[src/hw/rtl/sfse_pkg.sv]
`timescale 1ns / 1ps

package sfse_pkg;

  // Line geometry and magnitude width
  localparam int unsigned MAX_LINE = 4096;
  localparam int unsigned MAG_BITS = 16;

  // Field widths
  localparam int unsigned POS_W   = 12;
  localparam int unsigned CFG_W   = 16;
  localparam int unsigned COUNT_W = $clog2(MAX_LINE + 1);
  localparam int unsigned SUM_W   = $clog2(MAX_LINE * ((64'd1 << MAG_BITS) - 1) + 1);
  localparam int unsigned LHS_W   = MAG_BITS + COUNT_W + 8;
  localparam int unsigned RHS_W   = CFG_W + SUM_W;

  // Saturation limits
  localparam logic [COUNT_W-1:0] COUNT_MAX = COUNT_W'(MAX_LINE);
  localparam logic [SUM_W-1:0]   SUM_MAX   =
    SUM_W'(MAX_LINE * ((64'd1 << MAG_BITS) - 1));

  // Register map (index taken from paddr[2])
  localparam logic REG_MAG_THRESHOLD = 1'b0;
  localparam logic REG_LAMBDA_Q8     = 1'b1;

  localparam logic [CFG_W-1:0] THRESHOLD_RESET = '0;
  localparam logic [CFG_W-1:0] LAMBDA_RESET    = CFG_W'(256);

  // One pixel beat as held in the input register
  typedef struct packed {
    logic [MAG_BITS-1:0] magnitude;
    logic                in_mask;
    logic                excluded;
    logic                line_start;
    logic [POS_W-1:0]    pos_x;
    logic [POS_W-1:0]    pos_y;
  } pixel_t;

  // Configuration as seen by the datapath
  typedef struct packed {
    logic [CFG_W-1:0] mag_threshold;
    logic [CFG_W-1:0] lambda_q8;
  } cfg_t;

endpackage

[src/hw/rtl/sfse_cfg_regs.sv]
`timescale 1ns / 1ps

module sfse_cfg_regs (
  input  logic                clk,
  input  logic                rst,
  input  logic                psel,
  input  logic                penable,
  input  logic                pwrite,
  input  logic [2:0]          paddr,
  input  logic [31:0]         pwdata,
  output logic [31:0]         prdata,
  output logic                pready,
  output sfse_pkg::cfg_t      cfg
);

  logic [sfse_pkg::CFG_W-1:0] mag_threshold;
  logic [sfse_pkg::CFG_W-1:0] lambda_q8;
  logic                       wr_en;

  assign pready = 1'b1;
  assign wr_en  = psel && penable && pwrite && pready;

  // Register writes complete in the access phase.
  always_ff @(posedge clk) begin
    if (rst) begin
      mag_threshold <= sfse_pkg::THRESHOLD_RESET;
      lambda_q8     <= sfse_pkg::LAMBDA_RESET;
    end else if (wr_en) begin
      unique case (paddr[2])
        sfse_pkg::REG_MAG_THRESHOLD: mag_threshold <= pwdata[sfse_pkg::CFG_W-1:0];
        sfse_pkg::REG_LAMBDA_Q8:     lambda_q8     <= pwdata[sfse_pkg::CFG_W-1:0];
        default: ;
      endcase
    end
  end

  // Read-back mux.
  always_comb begin
    unique case (paddr[2])
      sfse_pkg::REG_MAG_THRESHOLD: prdata = 32'(mag_threshold);
      sfse_pkg::REG_LAMBDA_Q8:     prdata = 32'(lambda_q8);
      default:                     prdata = '0;
    endcase
  end

  assign cfg.mag_threshold = mag_threshold;
  assign cfg.lambda_q8     = lambda_q8;

endmodule

[src/hw/rtl/sfse_core.sv]
`timescale 1ns / 1ps

module sfse_core (
  input  logic             clk,
  input  logic             rst,
  input  logic             advance,
  input  sfse_pkg::pixel_t pixel,
  input  sfse_pkg::cfg_t   cfg,
  output logic             hit
);

  logic [sfse_pkg::SUM_W-1:0]   running_sum;
  logic [sfse_pkg::COUNT_W-1:0] used_count;
  logic                         line_done;

  logic [sfse_pkg::SUM_W-1:0]   running_sum_next;
  logic [sfse_pkg::COUNT_W-1:0] used_count_next;
  logic                         line_done_next;

  logic [sfse_pkg::SUM_W-1:0]   sum_cur;
  logic [sfse_pkg::COUNT_W-1:0] count_cur;
  logic                         done_cur;
  logic                         used;
  logic [sfse_pkg::MAG_BITS+sfse_pkg::COUNT_W-1:0] mag_count;
  logic [sfse_pkg::LHS_W-1:0]   lhs;
  logic [sfse_pkg::RHS_W-1:0]   rhs;
  logic                         strong_px;
  logic [sfse_pkg::SUM_W:0]     sum_add;

  // A line start clears the line state before the pixel is looked at.
  assign sum_cur   = pixel.line_start ? '0   : running_sum;
  assign count_cur = pixel.line_start ? '0   : used_count;
  assign done_cur  = pixel.line_start ? 1'b0 : line_done;
  assign used      = pixel.in_mask && !pixel.excluded;

  // Compare magnitude * count * 256 against lambda * sum.
  assign mag_count = (sfse_pkg::MAG_BITS + sfse_pkg::COUNT_W)'(pixel.magnitude) *
                     (sfse_pkg::MAG_BITS + sfse_pkg::COUNT_W)'(count_cur);
  assign lhs = {mag_count, 8'b0};
  assign rhs = sfse_pkg::RHS_W'(cfg.lambda_q8) * sfse_pkg::RHS_W'(sum_cur);
  assign strong_px = (pixel.magnitude > sfse_pkg::MAG_BITS'(cfg.mag_threshold)) &&
                     (sfse_pkg::RHS_W'(lhs) >= rhs);

  assign hit = used && !done_cur && (count_cur != '0) && strong_px;

  // Saturating accumulation of non-hit used pixels.
  assign sum_add = {1'b0, sum_cur} + (sfse_pkg::SUM_W + 1)'(pixel.magnitude);

  always_comb begin
    running_sum_next = sum_cur;
    used_count_next  = count_cur;
    line_done_next   = done_cur;
    if (hit) begin
      line_done_next = 1'b1;
    end else if (used && !done_cur) begin
      running_sum_next = (sum_add > (sfse_pkg::SUM_W + 1)'(sfse_pkg::SUM_MAX)) ?
                         sfse_pkg::SUM_MAX : sum_add[sfse_pkg::SUM_W-1:0];
      if (count_cur < sfse_pkg::COUNT_MAX) begin
        used_count_next = count_cur + sfse_pkg::COUNT_W'(1);
      end
    end
  end

  // Line state moves only when the pixel leaves the input register.
  always_ff @(posedge clk) begin
    if (rst) begin
      running_sum <= '0;
      used_count  <= '0;
      line_done   <= 1'b0;
    end else if (advance) begin
      running_sum <= running_sum_next;
      used_count  <= used_count_next;
      line_done   <= line_done_next;
    end
  end

endmodule

[src/hw/rtl/scanline_first_strong_edge_unit.sv]
`timescale 1ns / 1ps

// First strong edge finder for one scan line at a time.
// Pixels enter on the s_axis channel, one beat per pixel in scan order; a
// beat with line_start set opens a new line and clears the running sum,
// count and hit flag. Used pixels (in mask, not excluded) are summed; the
// first used pixel after another that exceeds the threshold and reaches
// lambda times the running mean gives one beat on m_axis with its x and y,
// and the rest of the line is then ignored.
// A pixel beat is evaluated from the input register and its result beat is
// presented from the result register. Throughput: one pixel per cycle; the
// loop through the line state is one pass of two parallel multipliers, a
// compare and a saturating add. When the result receiver stalls, pixels
// that give no hit keep flowing; only a second hit waits, and s_axis_tready
// falls until the output frees. Reset clears the line state and the
// pipeline, and loads the registers with threshold 0 and lambda 1.0 (256).
// Registers are written through the APB port at byte addresses 0 and 4;
// the user must do so only while the block is idle; it is not enforced.

module scanline_first_strong_edge_unit (
  input  logic        clk,
  input  logic        rst,
  // tdata: magnitude[15:0], pos_x[27:16], pos_y[39:28]
  input  logic [39:0] s_axis_tdata,
  // tuser: in_mask[0], excluded[1], line_start[2]
  input  logic [2:0]  s_axis_tuser,
  input  logic        s_axis_tvalid,
  output logic        s_axis_tready,
  // tdata: hit_x[11:0], hit_y[23:12]
  output logic [23:0] m_axis_tdata,
  output logic        m_axis_tvalid,
  input  logic        m_axis_tready,
  input  logic        psel,
  input  logic        penable,
  input  logic        pwrite,
  input  logic [2:0]  paddr,
  input  logic [31:0] pwdata,
  output logic [31:0] prdata,
  output logic        pready
);

  sfse_pkg::cfg_t   cfg;
  sfse_pkg::pixel_t pixel;
  logic             pix_valid;
  logic             hit;
  logic             advance;
  logic [23:0]      out_data;
  logic             out_valid;

  sfse_cfg_regs u_cfg (
    .clk     (clk),
    .rst     (rst),
    .psel    (psel),
    .penable (penable),
    .pwrite  (pwrite),
    .paddr   (paddr),
    .pwdata  (pwdata),
    .prdata  (prdata),
    .pready  (pready),
    .cfg     (cfg)
  );

  // The held pixel leaves unless it hits while the output is full and stalled.
  assign advance       = pix_valid && (!hit || !out_valid || m_axis_tready);
  assign s_axis_tready = !pix_valid || advance;

  // Input register.
  always_ff @(posedge clk) begin
    if (rst) begin
      pix_valid <= 1'b0;
    end else if (s_axis_tready) begin
      pix_valid <= s_axis_tvalid;
    end
  end

  always_ff @(posedge clk) begin
    if (s_axis_tready && s_axis_tvalid) begin
      pixel.magnitude  <= s_axis_tdata[15:0];
      pixel.pos_x      <= s_axis_tdata[27:16];
      pixel.pos_y      <= s_axis_tdata[39:28];
      pixel.in_mask    <= s_axis_tuser[0];
      pixel.excluded   <= s_axis_tuser[1];
      pixel.line_start <= s_axis_tuser[2];
    end
  end

  sfse_core u_core (
    .clk     (clk),
    .rst     (rst),
    .advance (advance),
    .pixel   (pixel),
    .cfg     (cfg),
    .hit     (hit)
  );

  // Result register.
  always_ff @(posedge clk) begin
    if (rst) begin
      out_valid <= 1'b0;
    end else if (advance && hit) begin
      out_valid <= 1'b1;
    end else if (m_axis_tready) begin
      out_valid <= 1'b0;
    end
  end

  always_ff @(posedge clk) begin
    if (advance && hit) begin
      out_data <= {pixel.pos_y, pixel.pos_x};
    end
  end

  assign m_axis_tdata  = out_data;
  assign m_axis_tvalid = out_valid;

endmodule
[config.mk]
export PLATFORM = sky130hd
export DESIGN_NAME = scanline_first_strong_edge_unit
export DESIGN_NICKNAME = d
export VERILOG_FILES = /design/src/hw/rtl/sfse_pkg.sv /design/src/hw/rtl/sfse_cfg_regs.sv /design/src/hw/rtl/sfse_core.sv /design/src/hw/rtl/scanline_first_strong_edge_unit.sv
export SDC_FILE = /design/constraint.sdc
export NUM_CORES = 2
export LEC_CHECK = 0
export BUFFER_PORTS_ARGS = -buffer_cell sky130_fd_sc_hd__buf_2
export CAP_MARGIN = 20
export CORE_MARGIN = 2
export CORE_UTILIZATION = 59
export CTS_BUF_LIST = sky130_fd_sc_hd__clkbuf_4
export CTS_CLUSTER_SIZE = 10
export DETAILED_ROUTE_END_ITERATION = 6
export PLACE_DENSITY = 0.8
export SLEW_MARGIN = 20
export SYNTH_ARGS = -nofsm -noshare
export SYNTH_HDL_FRONTEND = slang
export SYNTH_SLANG_ARGS = --single-unit
[constraint.sdc]
create_clock -name clk -period 11.84 [get_ports clk]
set_input_delay 2.368 -clock clk [delete_from_list [all_inputs] [get_ports clk]]
set_output_delay 2.368 -clock clk [all_outputs]
set_load 0.05 [all_outputs]
==> impl_metrics.ini <==
[sta]
fmax_ghz = 0.0854
max_slew_margin_pct = 29.4
hold_viol = 0
tightestPinTransition_ns = 1.06
final.setup.tns_ns = 0
post-route-min-period_ns = 11.71
skew_ns = 0.0370
rsz0062_at_grt = yes
slew_viol_final = 0
setup_viol = 0
whs_ns = 0.416
finalCritPeriodShare_pct = 98.9

[logic_synthesis]
synth.distinct_cells = 94
synthFlopType = dfxtp_1
synthTopCellsByArea = fa_1, ha_1, nand2_1
post-synth-top-area-cell = fa_1
synth_edf_count = 67
syn_inst = 3314
netlist.area_leader.share_pct = 35.6
ys_async_sr_fraction_pct = 0
yosysWarnings = 0
postSynthAreaPerCell_um2 = 8.78
ys_top_cells_by_count = nand2_1, inv_1, fa_1
ys_ff_latch = 143
synth_seq_area_share_pct = 12.1
synth.cell_area_um2 = 29100
synthMostInstantiatedCell = nand2_1

[finish]
fin_cells = 4070
fill_cells = 4057
regArea_um2 = 3530
drive_above_1_share_pct = 10.5
area_growth_pct = 8.04
fin_nets = 4246
final_area_um2 = 31400
multi_input_area_um2 = 22900

[placed_design]
dp.cells = 4020
post-dp-hpwl_um = 59600
gp_congestion = 0.955
portBuffers = 108
placed_area_um2 = 30700

[clocking]
worstSkewPairLatency_ns = 0.68
hold_buffers = 0
h-tree-depth = 4
clk_pin_slew_worst_paths_ns = 0.15
root_buffer = clkbuf_4
cts.path.max_buffers = 2
cts-buffers-inserted = 17
clkSinkCount = 143
cts_tree = done

[power_and_ir_drop]
ir_worst_vdd_uv = 130
power_density_nw_per_um2 = 34.1
power.total_uw = 1070
p_leak_uw = 0.0153

[grt]
grt_pass1_vias = 24600
grt_overflow = 0
grtUsageTotal_pct = 31.2
grt_max_degree = 72
grt_first_pass_wirelength_um = 124000
antenna_found_initial = 0

[critical_path]
critPathMaxStageDelay_ns = 0.54
end_kind = output pin
path_common_cell = fa_1
crit_fanout = 22
critPathTopFamily = adder cells
criticalPathCategory = reg2out
r2r_slack_ns = 1.77
cp.arrival_ns = 9.34
start_kind = flop
crit_required_ns = 9.47
path_buf_inv = 9
slowest_stage = fa_1

[floorplanning]
rows = 81
coreArea_um2 = 48700
die-area_um2 = 51100
fp.dieH_um = 226
die_width_um = 226
ios = 144
initial_core_util_pct = 59.7

[drt]
routed_via_density = 5.77
wl_per_cell_um = 18.6
totalWireLength_um = 75500
postRouteAntennaNets = 0
dr.pass1.iters = 7
num_vias = 23500
drt_iter0_markers = 1791
drc = 0

[status]
status = complete, no violations

[job]
cap_violations = 0

[worst_hold_path]
hold_class = reg2reg
-- placed cells by master (no fill, tap or decap), types with 65 or more instances in the layout --
master,instances
nand2_1,577
inv_1,566
fa_1,516
ha_1,249
and2_1,193
a21oi_1,128
buf_2,108
buf_4,105
dfxtp_1,75
nor2_1,69
edfxtp_1,67
o21ai_0,65
and3_1,65
-- worst reg2reg max path: cells and delay by family (launching register included) --
family	cells	cell delay, ns
fa+ha+maj	8	3.68
compound gates	10	2.57
buf+inv	10	1.48
simple gates	7	1.26
flops	1	0.45
xor+xnor	1	0.29
-- where the power goes --
part / switching (uW) / leakage [uW] / internal [uW] / total, uW
clock: 233 / 0.000137 / 93.8 / 326
sequential: 25.3 / 0.00125 / 531 / 556
combinational: 124 / 0.0139 / 64.8 / 189
total: 382 / 0.0153 / 689 / 1070
-- area by class of cell --
type                            count  share of cell area [%]
Inverter                          567                    6.77
Multi-Input combinational cell   2423                    72.9
Timing Repair Buffer              239                    5.62
Tap cell                          664                    2.64
Clock inverter                     14                   0.402
Clock buffer                       18                   0.430
Antenna cell                        2                  0.0159
Sequential cell                   143                    11.2
-- through the flow --
step | util, % | worst slack, ns
floorplan | - | 0.431
global placement | 63.0 | 0.498
detailed placement | 63.0 | 0.449
CTS | 63.9 | 0.00714
global route | 64.4 | -0.190
finish | 64.5 | 0.134
-- metal layers --
layer | global-route usage (%) | vias to the layer above | wire (um)
met5 | 0 | - | 0
met4 | 14.9 | 0 | 4140
met3 | 4.96 | 225 | 5640
met2 | 51.9 | 950 | 36300
met1 | 39.9 | 11700 | 29500
li1 | - | 10600 | -
-- state kept, by name, summed over array words and instances (netlist names) --
signal               flops
u_core.line_done         1
u_cfg.mag_threshold     16
u_cfg.lambda_q8         16
pixel                   43
u_core.used_count       13
u_core.running_sum      28
m_axis_tvalid            1
m_axis_tdata            24
pix_valid                1
-- final timing paths --
check | from | endpoint | depth (start not counted)
worst min register to register | pixel[8]$_DFFE_PP_ | m_axis_tdata[20]$_DFFE_PP_ | 0
worst max register to register | pixel[24]$_DFFE_PP_ | pixel[13]$_DFFE_PP_ | 36
worst max-delay path | pixel[24]$_DFFE_PP_ | s_axis_tready | 35
worst min-delay path | pixel[8]$_DFFE_PP_ | m_axis_tdata[20]$_DFFE_PP_ | 0
-- logic make-up after synthesis --
family	share of synthesized area (%)
and+or+nand+nor	18.9
adders and majority gates	46.5
buffers and inverters	10.2
AOI/OAI and AO/OA	9.81
DFF	12.1
xor gates and xnor gates	2.23
muxes	0.215
other	0.0258
-- what timing repair did --
action | 4_1_cts | 5_1_grt
pin swaps | 7 | 19
endpoints found under the setup margin | 1 | 1
buffers inserted | 5 | 9
cloned | 0 | 2
resized for setup | 27 | 41
(Power assumes the default switching activity.)
